$ cat src/rtl/bps_pkg.sv
// package: types, constants and register indexes of the battery power supervisor
`timescale 1ns / 1ps

package bps_pkg;

	localparam int unsigned PCT_W   = 7;
	localparam int unsigned MV_W    = 15;
	localparam int unsigned SEC_W   = 8;
	localparam int unsigned IN_W    = 32;
	localparam int unsigned OUT_W   = 24;
	localparam int unsigned CFG_W   = 15;
	localparam int unsigned CIDX_W  = 2;

	localparam logic [PCT_W-1:0] FULL_PCT        = 7'd100;
	localparam logic [MV_W-1:0]  RST_VBUS_LOW_MV = 15'd4000;
	localparam logic [SEC_W-1:0] RST_TIMEOUT_S   = 8'd90;

	// configuration register indexes
	localparam logic [CIDX_W-1:0] REG_VBUS_LOW_MV  = 2'd0;
	localparam logic [CIDX_W-1:0] REG_SHOW_LOW_WARN = 2'd1;
	localparam logic [CIDX_W-1:0] REG_TIMEOUT_S    = 2'd2;

	// prompt answers
	localparam logic [1:0] ANS_NONE   = 2'd0;
	localparam logic [1:0] ANS_OK     = 2'd1;
	localparam logic [1:0] ANS_HIDE   = 2'd2;
	localparam logic [1:0] ANS_CANCEL = 2'd3;

	// charge events
	localparam logic [1:0] EV_NONE    = 2'd0;
	localparam logic [1:0] EV_START   = 2'd1;
	localparam logic [1:0] EV_FULL    = 2'd2;
	localparam logic [1:0] EV_STOP    = 2'd3;

	typedef enum logic [2:0] {
		CS_NOT_CHARGING = 3'b001,
		CS_CHARGING     = 3'b010,
		CS_CHARGED      = 3'b100
	} charge_state_t;

	typedef struct packed {
		logic [MV_W-1:0]  vbus_low_mv;
		logic             show_low_warning;
		logic [SEC_W-1:0] poweroff_timeout_s;
	} cfg_t;

	typedef struct packed {
		logic [1:0]       user_answer;
		logic [MV_W-1:0]  vbus_mv;
		logic             shutdown_req;
		logic [PCT_W-1:0] charge_pct;
		logic             charge_done;
		logic             chg_on;
		logic             gauge_ok;
	} item_t;

	typedef struct packed {
		logic             power_off_cmd;
		logic [SEC_W-1:0] time_left;
		logic             time_left_valid;
		logic             warning_hide;
		logic             warning_show;
		logic             refresh_icon;
		logic [PCT_W-1:0] level_pct;
		logic             level_changed;
		logic [1:0]       charge_event;
	} result_t;

	typedef struct packed {
		charge_state_t    charge_state;
		logic             low_batt;
		logic [SEC_W-1:0] countdown;
		logic [PCT_W-1:0] reported_level;
		logic [PCT_W-1:0] prev_charge;
		logic             prev_charging;
	} sup_state_t;

endpackage

$ cat src/rtl/battery_power_supervisor_top.sv
// top level: battery power supervisor with stream ports and config write port
//
// channel   direction  handshake         payload
// s_*       in         tvalid/tready     tdata: one poll tick sample
// m_*       out        tvalid/tready     tdata: one tick result
// cfg_*     in         cfg_we            cfg_index, cfg_wdata
//
// one item per cycle sustained while results are taken; an item is registered
// in the input register and then lands in the result register.
// the supervisor state is updated as the item moves into the result register.
// a stalled result holds the result register; the input register still takes
// one more item, then s_tready drops until the result is taken.
// arst_n clears state to its power-on values and config to its defaults.
`timescale 1ns / 1ps

module battery_power_supervisor_top (
	input  logic                           clk,
	input  logic                           arst_n,
	input  logic                           s_tvalid,
	output logic                           s_tready,
	// gauge_ok, chg_on, charge_done, charge_pct[6:0], shutdown_req,
	// vbus_mv[14:0], user_answer[1:0], zero pad
	input  logic [bps_pkg::IN_W-1:0]       s_tdata,
	output logic                           m_tvalid,
	input  logic                           m_tready,
	// charge_event[1:0], level_changed, level_pct[6:0], refresh_icon,
	// warning_show, warning_hide, time_left_valid, time_left[7:0],
	// power_off_cmd, zero pad
	output logic [bps_pkg::OUT_W-1:0]      m_tdata,
	input  logic                           cfg_we,
	input  logic [bps_pkg::CIDX_W-1:0]     cfg_index,
	input  logic [bps_pkg::CFG_W-1:0]      cfg_wdata
);
	import bps_pkg::*;

	cfg_t       cfg_q;
	item_t      item_s1;
	logic       valid_s1;
	sup_state_t state_q;
	sup_state_t state_nxt;
	result_t    res_comb;
	result_t    res_s2;
	logic       valid_s2;
	logic       advance;

	assign advance  = valid_s1 && (!valid_s2 || m_tready);
	assign s_tready = !valid_s1 || advance;

	always_ff @(posedge clk or negedge arst_n) begin
		if (!arst_n) begin
			cfg_q.vbus_low_mv        <= RST_VBUS_LOW_MV;
			cfg_q.show_low_warning   <= 1'b1;
			cfg_q.poweroff_timeout_s <= RST_TIMEOUT_S;
		end else if (cfg_we) begin
			unique case (cfg_index)
				REG_VBUS_LOW_MV:   cfg_q.vbus_low_mv        <= cfg_wdata;
				REG_SHOW_LOW_WARN: cfg_q.show_low_warning   <= cfg_wdata[0];
				REG_TIMEOUT_S:     cfg_q.poweroff_timeout_s <= cfg_wdata[SEC_W-1:0];
				default: ;
			endcase
		end
	end

	// input register
	always_ff @(posedge clk or negedge arst_n) begin
		if (!arst_n) begin
			valid_s1 <= 1'b0;
		end else if (s_tready) begin
			valid_s1 <= s_tvalid;
		end
	end

	always_ff @(posedge clk) begin
		if (s_tready && s_tvalid) begin
			item_s1 <= item_t'(s_tdata[$bits(item_t)-1:0]);
		end
	end

	bps_step u_step (
		.cfg  (cfg_q),
		.item (item_s1),
		.cur  (state_q),
		.nxt  (state_nxt),
		.res  (res_comb)
	);

	always_ff @(posedge clk or negedge arst_n) begin
		if (!arst_n) begin
			state_q.charge_state   <= CS_NOT_CHARGING;
			state_q.low_batt       <= 1'b0;
			state_q.countdown      <= RST_TIMEOUT_S;
			state_q.reported_level <= '0;
			state_q.prev_charge    <= '0;
			state_q.prev_charging  <= 1'b0;
		end else if (advance) begin
			state_q <= state_nxt;
		end
	end

	// result register
	always_ff @(posedge clk or negedge arst_n) begin
		if (!arst_n) begin
			valid_s2 <= 1'b0;
		end else if (advance) begin
			valid_s2 <= 1'b1;
		end else if (m_tready) begin
			valid_s2 <= 1'b0;
		end
	end

	always_ff @(posedge clk) begin
		if (advance) begin
			res_s2 <= res_comb;
		end
	end

	assign m_tvalid = valid_s2;
	assign m_tdata  = {{(OUT_W - $bits(result_t)){1'b0}}, res_s2};

`ifndef ASSERT_OFF
	a_tl_nonzero: assert property (@(posedge clk) disable iff (!arst_n)
		m_tvalid && res_s2.time_left_valid |-> res_s2.time_left != '0)
		else $error("time left shown as zero");

	a_tl_zero: assert property (@(posedge clk) disable iff (!arst_n)
		m_tvalid && !res_s2.time_left_valid |-> res_s2.time_left == '0)
		else $error("time left not cleared when not valid");

	a_poff_excl: assert property (@(posedge clk) disable iff (!arst_n)
		m_tvalid |-> !(res_s2.power_off_cmd && res_s2.time_left_valid))
		else $error("power-off together with a countdown value");

	a_cs_onehot: assert property (@(posedge clk) disable iff (!arst_n)
		$onehot(state_q.charge_state))
		else $error("charging state not one-hot");

	a_level_tracks: assert property (@(posedge clk) disable iff (!arst_n)
		advance |=> state_q.reported_level == res_s2.level_pct)
		else $error("reported level and result level disagree");
`endif

endmodule

$ cat src/rtl/bps_step.sv
// module: next-state and result logic for one poll tick
`timescale 1ns / 1ps

module bps_step (
	input  bps_pkg::cfg_t       cfg,
	input  bps_pkg::item_t      item,
	input  bps_pkg::sup_state_t cur,
	output bps_pkg::sup_state_t nxt,
	output bps_pkg::result_t    res
);
	import bps_pkg::*;

	logic             low_now;
	logic             low_after;
	logic [SEC_W-1:0] cd_mid;

	always_comb begin
		nxt = cur;
		res = '0;

		res.refresh_icon = (item.charge_pct != cur.prev_charge) ||
			(item.chg_on != cur.prev_charging);
		nxt.prev_charge   = item.charge_pct;
		nxt.prev_charging = item.chg_on;

		// low battery check and power-off countdown
		low_now = item.shutdown_req && (item.vbus_mv < cfg.vbus_low_mv) &&
			cfg.show_low_warning;
		low_after = cur.low_batt;
		cd_mid    = cur.countdown;
		if (item.gauge_ok) begin
			low_after = low_now;
			if (low_now && !cur.low_batt) begin
				res.warning_show = 1'b1;
			end
			if (!low_now && cur.low_batt) begin
				res.warning_hide = 1'b1;
				cd_mid = cfg.poweroff_timeout_s;
			end
		end
		nxt.low_batt  = low_after;
		nxt.countdown = cd_mid;
		if (item.gauge_ok && low_after) begin
			case (item.user_answer)
				ANS_OK: begin
					res.power_off_cmd = 1'b1;
				end
				ANS_CANCEL: begin
					res.warning_hide = 1'b1;
				end
				default: begin
					if (item.user_answer == ANS_HIDE) begin
						res.warning_hide = 1'b1;
					end
					if (cd_mid != '0) begin
						res.time_left_valid = 1'b1;
						res.time_left       = cd_mid;
						nxt.countdown       = cd_mid - 1'b1;
					end else begin
						res.power_off_cmd = 1'b1;
					end
				end
			endcase
		end

		// charging machine
		res.charge_event = EV_NONE;
		if (item.chg_on) begin
			if (item.charge_pct == FULL_PCT || item.charge_done) begin
				if (cur.charge_state != CS_CHARGED) begin
					nxt.charge_state = CS_CHARGED;
					res.charge_event = EV_FULL;
				end
			end else if (cur.charge_state != CS_CHARGING) begin
				nxt.charge_state = CS_CHARGING;
				res.charge_event = EV_START;
			end
		end else if (cur.charge_state != CS_NOT_CHARGING) begin
			nxt.charge_state = CS_NOT_CHARGING;
			res.charge_event = EV_STOP;
		end

		// level change
		res.level_changed  = (cur.reported_level != item.charge_pct);
		nxt.reported_level = item.charge_pct;
		res.level_pct      = item.charge_pct;
	end

endmodule
$ cat config.mk
export PLATFORM = sky130hd
export DESIGN_NAME = battery_power_supervisor_top
export DESIGN_NICKNAME = d
export VERILOG_FILES = /design/src/rtl/bps_pkg.sv /design/src/rtl/battery_power_supervisor_top.sv /design/src/rtl/bps_step.sv
export SDC_FILE = /design/constraint.sdc
export NUM_CORES = 1
export LEC_CHECK = 0
export ABC_AREA = 1
export BUFFER_PORTS_ARGS = -buffer_cell sky130_fd_sc_hd__buf_4
export CAP_MARGIN = 20
export CELL_PAD_IN_SITES_DETAIL_PLACEMENT = 0
export CELL_PAD_IN_SITES_GLOBAL_PLACEMENT = 1
export CORE_MARGIN = 2
export CORE_UTILIZATION = 30
export CTS_BUF_LIST = sky130_fd_sc_hd__clkbuf_8
export CTS_CLUSTER_SIZE = 14
export DETAILED_ROUTE_END_ITERATION = 8
export GPL_ROUTABILITY_DRIVEN = 0
export PLACE_DENSITY = 0.56
export SYNTH_ARGS = -nofsm -noshare
export SYNTH_HDL_FRONTEND = slang
export SYNTH_SLANG_ARGS = --single-unit
$ cat constraint.sdc
create_clock -name clk -period 3.45 [get_ports clk]
set_input_delay 0.69 -clock clk [delete_from_list [all_inputs] [get_ports clk]]
set_output_delay 0.69 -clock clk [all_outputs]
set_load 0.1 [all_outputs]
==> results of run 1 <==
-- state kept, by name, indices dropped and copies added, names as in the netlist --
| name | cells |
|---|---|
| cfg_q | 24 |
| item_s1 | 28 |
| state_q | 20 |
| m_tdata | 23 |
| valid_s1 | 1 |
| m_tvalid | 1 |
-- report_power, final --
part	leakage, nW	switching (W)	internal [W]	total (W)
Combinational	1.40	0.000716	0.000312	0.00103
Clock	0.0955	0.000394	0.000329	0.000723
Sequential	1.03	0.0000957	0.00146	0.00156
-- cell usage after synthesis, types with 5 or more instances --
library cell | number | area share
a21oi_1 | 12 | 0.014
clkbuf_1 | 6 | 0.0051
dfrtp_1 | 30 | 0.17
dfstp_2 | 16 | 0.096
edfxtp_1 | 51 | 0.35
ha_1 | 15 | 0.043
inv_1 | 58 | 0.050
nand2_1 | 115 | 0.099
nand2_2 | 7 | 0.010
nand3_1 | 22 | 0.025
nand4_1 | 5 | 0.0071
nor2_1 | 24 | 0.021
o21ai_0 | 26 | 0.030
xor2_1 | 7 | 0.014
-- metal layers --
metal / track usage / wire length (um) / vias up
met1: 0.157 / 4280 / 1382
met3: 0.0460 / 498 / 8
met2: 0.192 / 3900 / 73
met4: 0.0403 / 116 / 0
li1: - / - / 1555
met5: 0 / 0 / -
-- worst max-delay path by stage --
| stage | startpoint | endpoint | slack [ns] | cells past startpoint |
|---|---|---|---|---|
| 2_1_floorplan | m_tvalid$_DFFE_PN0P_ | item_s1[0]$_DFFE_PP_ | 0.45 | 3 |
| 3_3_place_gp | cfg_q[19]$_DFFE_PN1P_ | state_q[20]$_DFFE_PN0P_ | 0.30 | 17 |
| 3_5_place_dp | cfg_q[19]$_DFFE_PN1P_ | state_q[22]$_DFFE_PN0P_ | 0.32 | 17 |
| 4_1_cts | cfg_q[19]$_DFFE_PN1P_ | state_q[22]$_DFFE_PN0P_ | 0.30 | 17 |
| 5_1_grt | cfg_q[19]$_DFFE_PN1P_ | state_q[22]$_DFFE_PN0P_ | 0.008 | 17 |
| 6_report | cfg_q[19]$_DFFE_PN1P_ | state_q[22]$_DFFE_PN0P_ | 0.35 | 17 |
-- worst register-to-register path, cell delays in order, from the launching register on --
cell and delay (ns):
dfstp_2 0.52, inv_1 0.05, ha_1 0.30, a21oi_1 0.17, nand2_1 0.08, a21oi_2 0.16
nand4_4 0.18, nand2_2 0.30, nand2_1 0.11, nand2_2 0.11, ha_1 0.19, nand3_1 0.13
nor2_2 0.20, nand3_1 0.14, nand2_1 0.12, inv_2 0.07, nand3_1 0.09, nand2_1 0.06
-- final cells by class --
type                            count  area share
Clock inverter                      7      0.0122
Sequential cell                    97       0.506
Multi-Input combinational cell    263       0.260
Inverter                           63      0.0447
Tap cell                          184      0.0431
Timing Repair Buffer               79       0.111
Clock buffer                        9      0.0232
-- cells by family after synthesis --
logic type                 Yosys count  synth area share
and+or+nand+nor                    192             0.199
other                                1          0.000857
adders and majority gates           15            0.0429
DFF                                 97             0.618
AOI/OAI and AO/OA                   46            0.0563
buffers and inverters               72            0.0652
xor gates and xnor gates             9            0.0180
-- per-stage QoR --
stage	cell area [um^2]	std cells	util	hold slack [ns]
finish	5340	702	0.372	0.310
CTS	5340	702	0.372	0.338
detailed placement	5150	686	0.359	0.466
global route	5340	702	0.372	0.367
global placement	5150	686	0.359	0.458
floorplan	4380	432	-	0.394
==> summary.txt, run 1 <==
Outcome - finished, final reports clean
First-pass GRT wire length - 15100 um
Cell area after synthesis - 4380 um^2
Routed WL per cell - 12.5 um
Seq/Total Area, Yosys - 0.618
PwrDens - 619 nW/um^2
Die area - 15600 um^2
Final nets - 582
Clock sink count - 97
H-Tree Depth - 3
Die X - 125 um
Pre-CTS setup slack - 0.316 ns
Register bit total from synthesis - 97
Crit-path cells - inv_1, ha_1, a21oi_1, nand2_1, a21oi_2, nand4_4, nand2_2, nand2_1, nand2_2, ha_1, nand3_1, nor2_2, nand3_1, nand2_1, inv_2, nand3_1, nand2_1
Die H - 125 um
Vias - 3018
Lkg Pwr - 2.52 nW
Period utilisation layout - 0.897
Critical Path Sink Type - register
Routed Antenna Nets - 0
Worst Path Max Fanout - 12
Worst skew pair latency - 0.37 ns
Seq. cell area - 2700 um^2
Max-cap viol count - 0
Vias per inst - 4.30
Distinct cells, synth - 38
Max Fclk - 0.323 GHz
Initial Utilization - 0.305
Post-CTS Resized - 0
Clk buf depth - 2
Max-slew headroom - 0.386
FF-to-FF path depth - 17
Main synth FF type - edfxtp_1
WS Path Type - register to register
Syn avg cell area - 10.1 um^2
Commonest non-fill, non-tap cell in the layout - nand2_1
Worst path required time - 3.72 ns
Worst-margin pin slew - 0.918 ns
Worst reg2reg path startpoint - cfg_q[19]$_DFFE_PN1P_
CTS tree - built
Core area - 14400 um^2
Initial antenna violation count - 0
Dpl hpwl - 6340 um
Final worst slack - 0.354 ns
GRT overflow - 0
Clock root cell - clkbuf_8
Number of global-route vias before repair - 3083
Fin. Hold Viols - 0
Filler cells - 1434
Drt pass-1 iters - 5
Max Clock Skew - 0.0153 ns
Commonest non-fill, non-tap cells in the layout - nand2_1 (115), buf_4 (79), inv_1 (60)
Worst Hold Class - input port to async pin
VDD IR max - 0.000209 V
Area occupied by multi-input gates - 1390 um^2
Synth Instances - 432
Row count - 44
Syn nets - 501
Initial DRC Count - 124
WP data arrival - 3.37 ns
Layout cells sized above 1 - 0.255
Slowest CP cell - dfstp_2
Clk pin slew, worst setup/hold paths - 0.09 ns
Min cycle time layout - 3.10 ns
Cts bufs inserted - 9
DRT Wirelength - 8800 um
Antenna diodes - 0
RSZ-0062 raised after global routing - false
Critical path's top delay family - simple AND/OR/NAND/NOR gates
Yosys Warn Count - 0
Largest net degree at the start of global routing - 47
Setup-failing EPs final - 0
Total Power - 0.00331 W
Setup TNS - 0 ns
Postcts setup bufs - 0
Hold-fix buffer count after cts - 0
WP buf/inv - 2
Maximum single-stage delay on the critical path - 0.52 ns
Ys async rst share - 0.474
Drt drc - 0
I/O pin cnt - 80
Flop2flop setup slack - 0.35 ns
All-Layer GR Usage - 0.123
Port buffer count - 74
Syn-to-layout area delta - 22.1%
CP startpoint kind - register
Cell mode on critical path - nand2_1
Reg2reg end - state_q[22]$_DFFE_PN0P_
Max-slew violations - 0
EDFF count, synth - 51
Power figures use the tool's default switching activity.
==> inputs of run 2 (changes only) <==
--- a/config.mk
+++ b/config.mk
@@ -17,4 +17,5 @@
 export DETAILED_ROUTE_END_ITERATION = 8
 export GPL_ROUTABILITY_DRIVEN = 0
+export GPL_TIMING_DRIVEN = 0
 export PLACE_DENSITY = 0.56
 export SYNTH_ARGS = -nofsm -noshare
==> constraint.sdc (replaced) <==
create_clock -name clk -period 3.45 [get_ports clk]
set_input_delay 0.69 -clock clk [delete_from_list [all_inputs] [get_ports clk]]
set_output_delay 0.69 -clock clk [all_outputs]
set_load 0.02 [all_outputs]
==> run 2 against run 1 <==
  * First-iteration DRC count fell by 9.7%
  * Non-clock buffer count rose by 5
  * Hold slack improved by 0.026 ns
  * Sequential cell count did not move
  * Via count rose by 0.43%
  * Clock skew fell by 0.0077 ns
  * Sequential power barely moved
  * Critical path type unchanged
==> summary.txt, run 2 (synthesis results as in run 1) <==
Lkg Pwr - 2.56 nW (+1.4%)
Largest net degree at the start of global routing - 47 (unchanged)
Largest register by flop count - item_s1
CTS tree - built
Max Clock Skew - 0.00761 ns (-0.00772 ns)
Antenna diodes - 0 (unchanged)
GRT overflow - 0 (unchanged)
Postcts setup bufs - 0 (unchanged)
PwrDens - 590 nW/um^2 (-4.7%)
Clock share of power - 0.252 (+0.033)
Clk pin slew, worst setup/hold paths - 0.09 ns (about the same)
Hold_ws - 0.336 ns (+0.0260 ns)
Worst Hold Class - input port to async pin
Commonest non-fill, non-tap cells in the layout - nand2_1 (115), buf_4 (75), inv_1 (61)
Final worst slack - 0.353 ns (-0.000725 ns)
Max FFs per register - 28 (unchanged)
Number of global-route vias before repair - 3117 (+1.1%)
Initial DRC Count - 112 (-9.7%)
Dpl hpwl - 6740 um (+6.3%)
Fin. Hold Viols - 0 (unchanged)
WS Path Type - register to register
Gate power share - 0.258 (-0.053)
Clk buf depth - 2 (unchanged)
Pre-CTS setup slack - 0.314 ns (-0.00139 ns)
Core area - 14400 um^2 (unchanged)
Worst Path Max Fanout - 10 (-2)
Layout cells sized above 1 - 0.250 (-0.00435)
Row count - 44 (unchanged)
Port buffer count - 74 (unchanged)
VDD IR max - 0.000282 V (+35%)
H-Tree Depth - 3 (unchanged)
P_sw - 0.000994 W (-18%)
Die area - 15600 um^2 (unchanged)
RSZ-0062 raised after global routing - false
Syn-to-layout area delta - 23.5%
Setup-failing EPs final - 0 (unchanged)
Max-cap viol count - 0 (unchanged)
Final nets - 587 (+0.86%)
Final Instance Area - 5400 um^2 (+1.1%)
Vias per inst - 4.29 (-0.28%)
First-pass GRT wire length - 15600 um (+3.3%)
Drt drc - 0 (unchanged)
Initial antenna violation count - 0 (unchanged)
Clock root cell - clkbuf_8
Period utilisation layout - 0.898 (about the same)
Min cycle time layout - 3.10 ns (+0.000725 ns)
Max-slew headroom - 0.542 (+0.156)
Internal power - 0.00219 W (+4.4%)
WP data arrival - 3.33 ns (-0.04 ns)
I/O pin cnt - 80 (unchanged)
DP Area - 5190 um^2 (+0.70%)
Vias - 3031 (+0.43%)
Die H - 125 um (unchanged)
Max-slew violations - 0 (unchanged)
Drt pass-1 iters - 4 (-1)
Hold-fix buffer count after cts - 0 (unchanged)
CP startpoint kind - register
Commonest non-fill, non-tap cell in the layout - nand2_1
Setup TNS - 0 ns (unchanged)
Max Fclk - 0.323 GHz (about the same)
Post-CTS Resized - 0 (unchanged)
Sw frac - 0.312 (-0.0528)
Routed WL per cell - 12.9 um (+2.9%)
Final cell count without fillers - 707 (+0.71%)
DRT Wirelength - 9120 um (+3.7%)
Worst path required time - 3.69 ns (-0.03 ns)
Worst-margin pin slew - 0.687 ns (-0.231 ns)
Die X - 125 um (unchanged)
Cts bufs inserted - 9 (unchanged)
Critical Path Sink Type - register
Dpl cells - 691 (+0.73%)
All-Layer GR Usage - 0.126 (+0.00301)
Outcome - finished, final reports clean
Clock sink count - 97 (unchanged)
Initial Utilization - 0.305 (unchanged)
Routed Antenna Nets - 0 (unchanged)
Worst skew pair latency - 0.37 ns (about the same)
Seq pwr share - 0.490 (+0.020)
==> run 2: changes by cell type in the layout (fill, tap and decap cells not counted), sizes merged <==
cell | before | now
buf | 79 | 78
bufinv | 1 | 2
clkbuf | 9 | 16
clkinv | 2 | 1
clkinvlp | 2 | 0
inv | 65 | 66
==> run 2: area by class of cell <==
cell class,instances,area [um^2]
buffer,9,46.3
clock buffer,10,138
clock inverter,6,76.3
fill,1442,8970
inverter,63,239
multi-input combinational,263,1390
sequential,97,2700
tap,184,230
timing repair buffer,75,583
==> run 2: final timing paths <==
path,startpoint,endpoint,slack [ns],cells past startpoint
setup / recovery,cfg_q[19]$_DFFE_PN1P_,state_q[17]$_DFFE_PN0P_,0.35,18
min in group clk,state_q[16]$_DFFE_PN1P_,state_q[16]$_DFFE_PN1P_,0.48,2
hold reg to reg,state_q[16]$_DFFE_PN1P_,state_q[16]$_DFFE_PN1P_,0.48,2
setup reg to reg,cfg_q[19]$_DFFE_PN1P_,state_q[17]$_DFFE_PN0P_,0.35,18
hold / removal,arst_n,state_q[17]$_DFFE_PN0P_,0.34,1
max in group asynchronous,arst_n,cfg_q[10]$_DFFE_PN0P_,2.69,1
==> run 2: stage by stage <==
stage / power [W] / utilization
after floorplan: 0.00215 / -
after global placement: 0.00240 / 0.359
after detailed placement: 0.00242 / 0.361
after CTS: 0.00324 / 0.376
after global routing: 0.00342 / 0.376
final: 0.00319 / 0.376
==> run 2: critical path, cell delays in order (launching register included) <==
cell and delay, ns:
dfstp_2 0.52, inv_1 0.05, ha_1 0.31, a21oi_1 0.18, nand2_1 0.09, a21oi_2 0.17
nand4_4 0.18, nand2_2 0.14, buf_6 0.16, nand2_1 0.07, nand2_2 0.09, ha_1 0.20
nand3_1 0.13, nor2_2 0.23, nand3_1 0.13, nand2_1 0.13, inv_2 0.07, nand2_1 0.06
o21ai_1 0.06
==> run 2: layer usage <==
metal  share of wire  vias up  track usage
met4           0.015        0       0.0416
met3           0.050        8       0.0408
met1            0.48     1385        0.164
met2            0.46       65        0.198
met5               0        -            0
li1                -     1573            -
==> run 2: power by group through the flow <==
stage	clock [W]	sequential [W]	combinational, W
final	0.000804	0.00156	0.000822
after global routing	0.000886	0.00159	0.000945
after CTS	0.000842	0.00156	0.000839
after detailed placement	0	0.00159	0.000833
after global placement	0	0.00158	0.000816
after floorplan	0	0.00160	0.000544
